$ cat config.mk
export PLATFORM = sky130hd
export DESIGN_NAME = cnv_filter
export DESIGN_NICKNAME = d
export VERILOG_FILES = /design/src/hdl/cnv_pkg.sv /design/src/hdl/cnv_filter.sv
export SDC_FILE = /design/constraint.sdc
export NUM_CORES = 2
export LEC_CHECK = 0
export BUFFER_PORTS_ARGS = -buffer_cell sky130_fd_sc_hd__buf_2
export CORE_UTILIZATION = 40
export DETAILED_ROUTE_END_ITERATION = 10
export MAX_ROUTING_LAYER = met4
export PLACE_DENSITY = 0.56
export SETUP_SLACK_MARGIN = 0.02
export SLEW_MARGIN = 15
export SYNTH_ARGS = -nofsm -noshare
export SYNTH_HDL_FRONTEND = slang
export SYNTH_SLANG_ARGS = --single-unit
$ cat constraint.sdc
create_clock -name vclk -period 11.3
set_input_delay 1.695 -clock vclk [all_inputs]
set_output_delay 1.695 -clock vclk [all_outputs]
set_load 0.02 [all_outputs]
$ cat src/hdl/cnv_pkg.sv
package cnv_pkg;

	localparam int PIX_W       = 8;
	localparam int ACC_W       = 16;
	localparam int COORD_W     = 6;
	localparam int NUM_FILTERS = 4;
	localparam int NUM_TAPS    = 9;
	localparam int NUM_REGS    = 5;
	localparam int REG_W       = 64;
	localparam int REG_IDX_W   = 3;
	localparam int BIAS_BASE   = 36;
	localparam int BIAS_SHIFT  = 4;
	localparam int OUT_SHIFT   = 7;

	localparam logic [REG_IDX_W-1:0] REG_WEIGHT_A = 3'd0;
	localparam logic [REG_IDX_W-1:0] REG_WEIGHT_B = 3'd1;
	localparam logic [REG_IDX_W-1:0] REG_WEIGHT_C = 3'd2;
	localparam logic [REG_IDX_W-1:0] REG_WEIGHT_D = 3'd3;
	localparam logic [REG_IDX_W-1:0] REG_WEIGHT_E = 3'd4;

	typedef logic [PIX_W-1:0] pixel_t;
	typedef pixel_t [NUM_TAPS-1:0] window_t;
	typedef logic [COORD_W-1:0] coord_t;

	typedef struct packed {
		logic   has_result;
		logic   frame_end;
		coord_t row;
		coord_t col;
	} win_info_t;

endpackage

$ cat src/hdl/cnv_filter.sv
module cnv_filter (
	input  cnv_pkg::window_t window,
	input  cnv_pkg::window_t weights,
	input  cnv_pkg::pixel_t  bias,
	output cnv_pkg::pixel_t  chan
);

	import cnv_pkg::*;

	logic signed [ACC_W-1:0] prod [NUM_TAPS];
	logic        [ACC_W-1:0] bias_term;
	logic        [ACC_W-1:0] s01, s23, s45, s67, s8b;
	logic        [ACC_W-1:0] s03, s47, s07, total;

	always_comb begin
		for (int t = 0; t < NUM_TAPS; t++) begin
			prod[t] = ACC_W'($signed(window[t])) * ACC_W'($signed(weights[t]));
		end
	end

	assign bias_term = {{(ACC_W - PIX_W - BIAS_SHIFT){bias[PIX_W-1]}}, bias,
		{BIAS_SHIFT{1'b0}}};

	// adder tree, all sums wrap at the accumulator width
	assign s01   = prod[0] + prod[1];
	assign s23   = prod[2] + prod[3];
	assign s45   = prod[4] + prod[5];
	assign s67   = prod[6] + prod[7];
	assign s8b   = prod[8] + bias_term;
	assign s03   = s01 + s23;
	assign s47   = s45 + s67;
	assign s07   = s03 + s47;
	assign total = s07 + s8b;

	// shift and relu
	assign chan = total[ACC_W-1] ? '0 : total[OUT_SHIFT+PIX_W-1:OUT_SHIFT];

endmodule

==> reports/qor.txt <==
Cell variety after synth - 26
Routed wire length per instance - 19.5 um
Post-layout min period - 11.09 ns
CP most frequent cell - fa_1
DRC - 0
Slowest CP cell - or4b_2
Initial antenna violation count - 13
I/O pin cnt - 160
Chip height - 243 um
Hold Path Depth - 8
Status - finished, final reports clean
Tot GR Track Use - 23.8%
Worst path required time - 9.61 ns
Max-Cap Viols - 0
Synth area leaders - fa_1, inv_1, ha_1
Worst Tran Pin Value - 0.552 ns
Overflow left after global routing - 0
Critical path peak fanout - 8
Row cnt - 87
Core area - 0.0568 mm2
Pins Over Slew Limit - 0
Setup TNS - 0 ns
Seq cells - 0
Layout cells sized above 1 - 9.86%
Hold crit path type - input pin to output port
RSZ-0062 raised after global routing - no
DP Wirelength - 60.2 mm
Final #Nets - 3565
Post-CTS Hold Fix Bufs - 0
Final core utilization - 44.9%
Slew HR - 62.7%
Final setup vio count - 0
Synth area leader - fa_1
First-pass GRT wire length - 103 mm
Min-Delay Endpoint - chan[0]
Largest net degree at the start of global routing - 10
Nature of the critical path startpoint - input pin
Gpl congestion - 0.918
Buf/Inv on CP - 6
Synthesized area - 0.0232 mm2
Die Wd - 243 um
Count of input and output buffers - 160
Vias per inst - 4.67
CP Class - input pin to output port
Layout clock buffer count - 0
First-pass detailed-route iteration total - 5
Slowest cell delay on critical path - 0.65 ns
Final hold violations - 0
Syn Nets - 3356
Initial DRC Count - 808
Antenna viol nets, final - 0
Critical Path End Type - output port
Vias in the first global route - 17700
Cells after synthesis - 2328
Max Fclk - 90.2 MHz
Initial Utilization - 40.8%
Sequential Area - 0 um2
Crit path DAT - 9.39 ns
Syn_area_per_cell - 9.96 um2
Top cell type's share of synthesized area - 60.3%
Worst Hold Launch - weights[32]
Drt total wl - 64.5 mm
Die area - 0.0590 mm2
Vias - 15400
Delay-heaviest family, CP - adder cells
Seq/Total Area, Yosys - 0%
Period utilization - 98.1%
Area Growth Syn to Fin - 9.99%
Ys Warns - 0
## kinds of logic after synthesis
logic type	synth area share, %
xor gates and xnor gates	3.26
adders and majority gates	69.9
and+or+nand+nor	14.0
AOI/OAI and AO/OA	0.432
buffers and inverters	12.2
muxes	0.146
## layout by cell type (no fill, tap or decap), drive strengths merged
master    n
a31oi     2
and2    325
nor3      1
nand2b   38
buf     203
nor4bb    1
clkbuf    7
a221oi    1
inv     753
a21o      3
ha      177
fa      699
xnor3     1
o21ai     4
or4b      1
and4      1
nand2   179
nand3     3
nor2b    35
xor2     11
nor2      9
diode    13
xnor2    71
mux2      3
a21oi     6
nand4b    1
## Yosys cell counts, drive strengths merged (2+ instances only)
cell type and n:
and2 325, nand2 179, o21ai 4, xor2 11, mux2 3, clkbuf 3
a21oi 6, nor2 9, nand2b 38, inv 753, nand3 3, a31oi 2
nor2b 35, fa 699, xnor2 71, ha 177, a21o 3
## through the flow
| stage | instances | area [um2] | hold WS (ns) | setup slack (ns) |
|---|---|---|---|---|
| floorplan | 2328 | 23200 | 4.13 | 0.343 |
| global placement | 3288 | 25300 | 4.66 | 0.132 |
| detailed placement | 3288 | 25300 | 4.67 | 0.0222 |
| CTS | 3288 | 25300 | 4.70 | 0.0278 |
| global route | 3304 | 25500 | 4.84 | 0.00213 |
| finish | 3304 | 25500 | 4.76 | 0.213 |
## layer usage
metal / vias to the layer above / share of wire (%) / global-route usage (%)
li1: 6884 / - / -
met1: 8084 / 45 / 33.1
met2: 418 / 48 / 37.9
met3: 51 / 4.9 / 2.76
met4: 0 / 2.1 / 4.59
met5: - / 0 / -
## worst min-delay path: cells and delay by family
family | cells | cell delay, ns
buffers and inverters | 2 | 0.37
AND/OR/NAND/NOR | 4 | 0.71
adder cells (fa/ha/maj) | 1 | 0.21
AO/OA/AOI/OAI | 1 | 0.09
## cell type report
class,count,area (um2)
tap,756,946
fill,5570,31300
timing repair buffer,210,1230
multi-input combinational,1572,20500
antenna,13,32.5
inverter,753,2830
## how the worst max path moves through the flow
stage	slack, ns	cells past startpoint	from	endpoint
finish	0.21	25	weights[50]	chan[7]
global route	0.002	25	weights[50]	chan[7]
CTS	0.03	24	window[23]	chan[7]
detailed placement	0.02	28	window[6]	chan[7]
global placement	0.13	28	window[6]	chan[7]
floorplan	0.34	27	window[4]	chan[7]
## repair_timing
| item | in CTS | in global routing |
|---|---|---|
| gates resized for setup | 1 | 49 |
| setup endpoints to repair | 1 | 8 |
| pin swaps | 0 | 30 |
| setup buffers | 0 | 3 |
Power is not shown: default switching activity piles up to over one toggle a cycle in this logic, so the estimate is an artifact.
