## config.mk

```make
export PLATFORM = sky130hd
export DESIGN_NAME = cnv_window
export DESIGN_NICKNAME = d
export VERILOG_FILES = /design/src/hdl/cnv_pkg.sv /design/src/hdl/cnv_ram.sv /design/src/hdl/cnv_window.sv
export SDC_FILE = /design/constraint.sdc
export NUM_CORES = 1
export LEC_CHECK = 0
export ABC_CLOCK_PERIOD_IN_PS = 3100
export BUFFER_PORTS_ARGS = -buffer_cell sky130_fd_sc_hd__buf_2
export CORE_MARGIN = 10
export CORE_UTILIZATION = 62
export DETAILED_ROUTE_END_ITERATION = 6
export GPL_ROUTABILITY_DRIVEN = 0
export HOLD_SLACK_MARGIN = 0.06
export PLACE_DENSITY = 0.83
export REMOVE_ABC_BUFFERS = 1
export SLEW_MARGIN = 20
export SYNTH_ARGS = -nofsm -noshare
export SYNTH_HDL_FRONTEND = slang
export SYNTH_SLANG_ARGS = --single-unit
```

## constraint.sdc

```tcl
create_clock -name clk -period 3.1 [get_ports clk]
set_input_delay 0.155 -clock clk [delete_from_list [all_inputs] [get_ports clk]]
set_output_delay 0.155 -clock clk [all_outputs]
set_load 0.01 [all_outputs]
```

## src/hdl/cnv_pkg.sv

```systemverilog
package cnv_pkg;

	localparam int PIX_W       = 8;
	localparam int ACC_W       = 16;
	localparam int COORD_W     = 6;
	localparam int NUM_FILTERS = 4;
	localparam int NUM_TAPS    = 9;
	localparam int NUM_REGS    = 5;
	localparam int REG_W       = 64;
	localparam int REG_IDX_W   = 3;
	localparam int BIAS_BASE   = 36;
	localparam int BIAS_SHIFT  = 4;
	localparam int OUT_SHIFT   = 7;

	localparam logic [REG_IDX_W-1:0] REG_WEIGHT_A = 3'd0;
	localparam logic [REG_IDX_W-1:0] REG_WEIGHT_B = 3'd1;
	localparam logic [REG_IDX_W-1:0] REG_WEIGHT_C = 3'd2;
	localparam logic [REG_IDX_W-1:0] REG_WEIGHT_D = 3'd3;
	localparam logic [REG_IDX_W-1:0] REG_WEIGHT_E = 3'd4;

	typedef logic [PIX_W-1:0] pixel_t;
	typedef pixel_t [NUM_TAPS-1:0] window_t;
	typedef logic [COORD_W-1:0] coord_t;

	typedef struct packed {
		logic   has_result;
		logic   frame_end;
		coord_t row;
		coord_t col;
	} win_info_t;

endpackage

```

## src/hdl/cnv_ram.sv

```systemverilog
module cnv_ram #(
	parameter int WIDTH = 16,
	parameter int DEPTH = 42
) (
	input  logic                     clk,
	input  logic                     we,
	input  logic [$clog2(DEPTH)-1:0] waddr,
	input  logic [WIDTH-1:0]         wdata,
	input  logic [$clog2(DEPTH)-1:0] raddr,
	output logic [WIDTH-1:0]         rdata
);

	logic [WIDTH-1:0] mem [DEPTH];

	always_ff @(posedge clk) begin
		if (we) begin
			mem[waddr] <= wdata;
		end
		rdata <= mem[raddr];
	end

endmodule

```

## src/hdl/cnv_window.sv

```systemverilog
module cnv_window #(
	parameter int IMAGE_WIDTH  = 42,
	parameter int IMAGE_HEIGHT = 42
) (
	input  logic               clk,
	input  logic               arst_n,
	input  logic               accept,
	input  cnv_pkg::pixel_t    pixel,
	output cnv_pkg::window_t   window,
	output cnv_pkg::win_info_t info
);

	import cnv_pkg::*;

	localparam int CW = $clog2(IMAGE_WIDTH);
	localparam int RW = $clog2(IMAGE_HEIGHT);

	logic [CW-1:0] col_q;
	logic [CW-1:0] col_next;
	logic [CW-1:0] raddr;
	logic [RW-1:0] row_q;
	logic [RW-1:0] row_next;
	logic          col_last;
	logic          row_last;
	logic [2*PIX_W-1:0] line_rdata;
	pixel_t        top;
	pixel_t        mid;
	pixel_t        win_q [6];

	assign col_last = (col_q == CW'(IMAGE_WIDTH - 1));
	assign row_last = (row_q == RW'(IMAGE_HEIGHT - 1));
	assign col_next = col_last ? '0 : col_q + CW'(1);
	assign row_next = col_last ? (row_last ? '0 : row_q + RW'(1)) : row_q;
	assign raddr    = accept ? col_next : col_q;

	// upper line in the high byte, lower line in the low byte
	cnv_ram #(
		.WIDTH(2 * PIX_W),
		.DEPTH(IMAGE_WIDTH)
	) u_lines (
		.clk  (clk),
		.we   (accept),
		.waddr(col_q),
		.wdata({mid, pixel}),
		.raddr(raddr),
		.rdata(line_rdata)
	);

	assign top = line_rdata[2*PIX_W-1:PIX_W];
	assign mid = line_rdata[PIX_W-1:0];

	always_ff @(posedge clk or negedge arst_n) begin
		if (!arst_n) begin
			col_q <= '0;
			row_q <= '0;
			for (int i = 0; i < 6; i++) begin
				win_q[i] <= '0;
			end
		end else if (accept) begin
			col_q    <= col_next;
			row_q    <= row_next;
			win_q[0] <= win_q[3];
			win_q[1] <= win_q[4];
			win_q[2] <= win_q[5];
			win_q[3] <= top;
			win_q[4] <= mid;
			win_q[5] <= pixel;
		end
	end

	assign window[0] = win_q[0];
	assign window[1] = win_q[3];
	assign window[2] = top;
	assign window[3] = win_q[1];
	assign window[4] = win_q[4];
	assign window[5] = mid;
	assign window[6] = win_q[2];
	assign window[7] = win_q[5];
	assign window[8] = pixel;

	assign info.has_result = (row_q >= RW'(2)) && (col_q >= CW'(2));
	assign info.frame_end  = row_last && col_last;
	assign info.row        = COORD_W'(row_q) - COORD_W'(2);
	assign info.col        = COORD_W'(col_q) - COORD_W'(2);

endmodule

```

==> results.json <==
{
  "run_status": "finished with violations",
  "failing_checks": "negative setup slack",
  "peakVddDrop_mv": 0.536,
  "mappedNetlistArea_um2": 29600,
  "drtAntennaViolNets": 0,
  "setup-violations-final": 2,
  "num_antenna_cells": 0,
  "clock_insertion_delay_at_the_later_pin_of_the_skew_report_ps": 610,
  "layoutNonFillerInstCount": 2753,
  "coreArea_um2": 47400,
  "drt_pre_antenna_iters": 6,
  "synth_cell_type_count": 51,
  "initial_cell_density_of_the_core_pct": 62.4,
  "cts-root-to-sink-buffers": 3,
  "port_buffers": 96,
  "synth.yosys.seq_area_share_pct": 74.3,
  "timing.final.max_slew_violations": 0,
  "drt_first_iter_violations": 2974,
  "pin_count_of_the_biggest_net_entering_global_routing": 136,
  "detailedPlacementHpwl_um": 43200,
  "synth_area_leader_cell": "sky130_fd_sc_hd__edfxtp_1",
  "floorplan.die.height_um": 239,
  "worst_setup_path_start_kind": "flip-flop",
  "timing.critical_path.required_ps": 3570,
  "synth.ff_latch_count": 748,
  "syn_inst": 1907,
  "fmax_mhz": 317,
  "p_total_uw": 31800,
  "global_route_overflow": 0,
  "nFillCells": 2669,
  "synth_area_leaders": "sky130_fd_sc_hd__edfxtp_1 68%, sky130_fd_sc_hd__dfrtp_1 5.1%, sky130_fd_sc_hd__mux2i_1 3.8%, sky130_fd_sc_hd__nand2_1 3.7%, sky130_fd_sc_hd__a211oi_1 2.4%",
  "postSynth.asyncResetShare_pct": 8.02,
  "max-slew-margin-rel_pct": 23.9,
  "clock_tree.root_cell": "sky130_fd_sc_hd__clkbuf_16",
  "final_util_pct": 72.3,
  "post-route-worst-setup-slack_ps": -50.5,
  "core.rowCount": 80,
  "worstSetupEndpointType": "flip-flop",
  "wl_per_cell_um": 28.6,
  "dp.cells": 2604,
  "route.detailed.drc": 0,
  "clkSinkCount": 748,
  "grt_pass1_vias": 18400,
  "path_clk_slew_ps": 70,
  "io-pin-count": 97,
  "post-route-min-period_ps": 3150,
  "clock_tree.htree_level_count": 3,
  "number_of_vias_per_cell": 6.83,
  "design.final.nets": 2104,
  "synth.top_cell.area_share_pct": 68.2,
  "ys.warnings.count": 0,
  "criticalPathCategory": "flip-flop to flip-flop",
  "final_min_period_over_clock_period_pct": 102,
  "min-delay-path-class": "input port to async pin",
  "report.final.hold_viol_count": 0,
  "synth_top_flop_cell": "sky130_fd_sc_hd__edfxtp_1",
  "area_growth_from_synthesis_to_layout_pct": 15.9,
  "worst_clock_skew_ps": 26.1,
  "chipWidth_um": 239,
  "synth_edf_count": 672,
  "cts-buffers-inserted": 73,
  "power.leakage_uw": 0.0121,
  "grt_first_pass_wirelength_um": 112000,
  "fp.dieArea_um2": 56900,
  "post_route_cells_drive_above_1_share_pct": 21.7,
  "max_cap_viol_count": 0,
  "power.density_nw_per_um2": 927,
  "grt_usage_pct": 26.1,
  "crit_fanout": 61,
  "data_arrival_time_at_the_worst_slack_endpoint_ps": 3620,
  "finalWirelength_um": 78800,
  "synthesis.area_per_instance_um2": 15.5,
  "tritoncts_clock_tree": "done",
  "antenna_found_initial": 2,
  "tightest_slew_ps": 1140,
  "routed-via-count": 18800
}
[cell usage in the layout (no fill, tap or decap), drive strengths merged, types with 7 or more instances in the layout]
| cell type | count |
|---|---|
| nor2 | 54 |
| nor3 | 19 |
| mux4 | 16 |
| inv | 14 |
| a32oi | 16 |
| ha | 13 |
| and3 | 83 |
| o41ai | 16 |
| a31oi | 16 |
| bufinv | 14 |
| o221ai | 16 |
| clkinv | 27 |
| nand2 | 291 |
| a311oi | 64 |
| mux2 | 48 |
| xor2 | 7 |
| a211oi | 96 |
| dfxtp | 16 |
| dfrtp | 60 |
| clkbuf | 88 |
| mux2i | 112 |
| o21ai | 19 |
| a21oi | 88 |
| buf | 232 |
| nand3 | 7 |
| edfxtp | 672 |
[per-layer routing]
layer / track usage [%] / up-vias / wire (um)
li1: - / 7719 / -
met1: 32.8 / 9271 / 27500
met2: 42.9 / 1526 / 38400
met3: 7.24 / 282 / 9700
met4: 9.81 / 0 / 3120
met5: 0 / - / 0
[synthesized netlist by cell type, types with 6 or more instances]
cell type / n
sky130_fd_sc_hd__a211oi_1: 96
sky130_fd_sc_hd__a21oi_1: 85
sky130_fd_sc_hd__a311oi_1: 64
sky130_fd_sc_hd__a31oi_1: 16
sky130_fd_sc_hd__a32oi_1: 16
sky130_fd_sc_hd__and3_1: 83
sky130_fd_sc_hd__buf_2: 41
sky130_fd_sc_hd__buf_4: 29
sky130_fd_sc_hd__buf_6: 14
sky130_fd_sc_hd__clkbuf_1: 52
sky130_fd_sc_hd__dfrtp_1: 60
sky130_fd_sc_hd__dfxtp_1: 16
sky130_fd_sc_hd__edfxtp_1: 672
sky130_fd_sc_hd__ha_1: 13
sky130_fd_sc_hd__inv_1: 9
sky130_fd_sc_hd__mux2_2: 48
sky130_fd_sc_hd__mux2i_1: 112
sky130_fd_sc_hd__mux4_2: 15
sky130_fd_sc_hd__nand2_1: 290
sky130_fd_sc_hd__nand3_1: 6
sky130_fd_sc_hd__nor2_1: 54
sky130_fd_sc_hd__nor3_1: 19
sky130_fd_sc_hd__o21ai_0: 18
sky130_fd_sc_hd__o221ai_1: 16
sky130_fd_sc_hd__o41ai_1: 16
sky130_fd_sc_hd__xnor2_1: 6
sky130_fd_sc_hd__xor2_1: 7
[state kept, by name, indices dropped and copies added (netlist names)]
signal,flops
col_q,6
row_q,6
u_lines.mem,672
u_lines.rdata,16
window,48
[logic make-up after synthesis]
kind of cell	share of synthesized area, %
flops	74.3
simple gates	7.01
compound gates	8.06
mux	6.84
buf+inv	2.82
xor+xnor	0.385
fa+ha+maj	0.550
[layout make-up]
cell class	count	area [um2]	share of cell area, %
multi-input cells	1009	7070	20.6
inverters	11	51.3	0.150
clock buffers	85	1920	5.61
clock inverters	48	597	1.74
well taps	615	769	2.24
flip-flops and latches	748	22000	64.2
repair buffers	237	1890	5.50
[metrics by stage]
step / worst slack [ps] / hold WS (ps) / TNS [ps] / instance area (um2)
floorplan: -6910 / -141 / -118570 / 28800
global placement: -112 / 353 / -224 / 31300
detailed placement: -207 / 381 / -1420 / 31300
CTS: -2.82 / 153 / -2.82 / 33900
global route: -47.9 / 134 / -263 / 34300
finish: -50.5 / 84.7 / -69.4 / 34300
[worst max-delay path: stages, from the launching register on]
cell,delay (ps)
sky130_fd_sc_hd__dfrtp_1,400
sky130_fd_sc_hd__buf_4,170
sky130_fd_sc_hd__ha_1,280
sky130_fd_sc_hd__nand2b_1,240
sky130_fd_sc_hd__nand2_8,190
sky130_fd_sc_hd__nand2_4,100
sky130_fd_sc_hd__buf_12,170
sky130_fd_sc_hd__buf_12,210
sky130_fd_sc_hd__a211oi_2,340
sky130_fd_sc_hd__a311oi_1,110
sky130_fd_sc_hd__o41ai_2,530
sky130_fd_sc_hd__buf_4,190
sky130_fd_sc_hd__a21oi_1,40
[path summary, 6_finish.rpt]
kind / from / end / slack (ps) / cells past startpoint
max in group asynchronous: arst_n / window[50] / 2390 / 3
min in group clk: pixel[7] / u_lines.mem[39][7] / 200 / 1
worst min register to register: u_lines.rdata[13] / window[13] / 490 / 1
worst min-delay path: arst_n / window[52] / 80 / 2
worst max register to register: col_q[1] / u_lines.rdata[15] / -50 / 12
worst max-delay path: col_q[1] / u_lines.rdata[15] / -50 / 12
[power breakdown]
group	internal (uW)	leakage [uW]	switching, uW
clock network	5620	0.00123	3770
logic	3350	0.00402	5870
registers	12500	0.00689	695
[what timing repair did]
item	in CTS	in global routing
hold buffers	2	0
pin swaps	1	6
endpoints found under the hold margin	43	0
setup buffers	1	9
gates resized for setup	18	40
gates cloned	0	4
setup endpoints to repair	14	16
(Power assumes the default switching activity.)
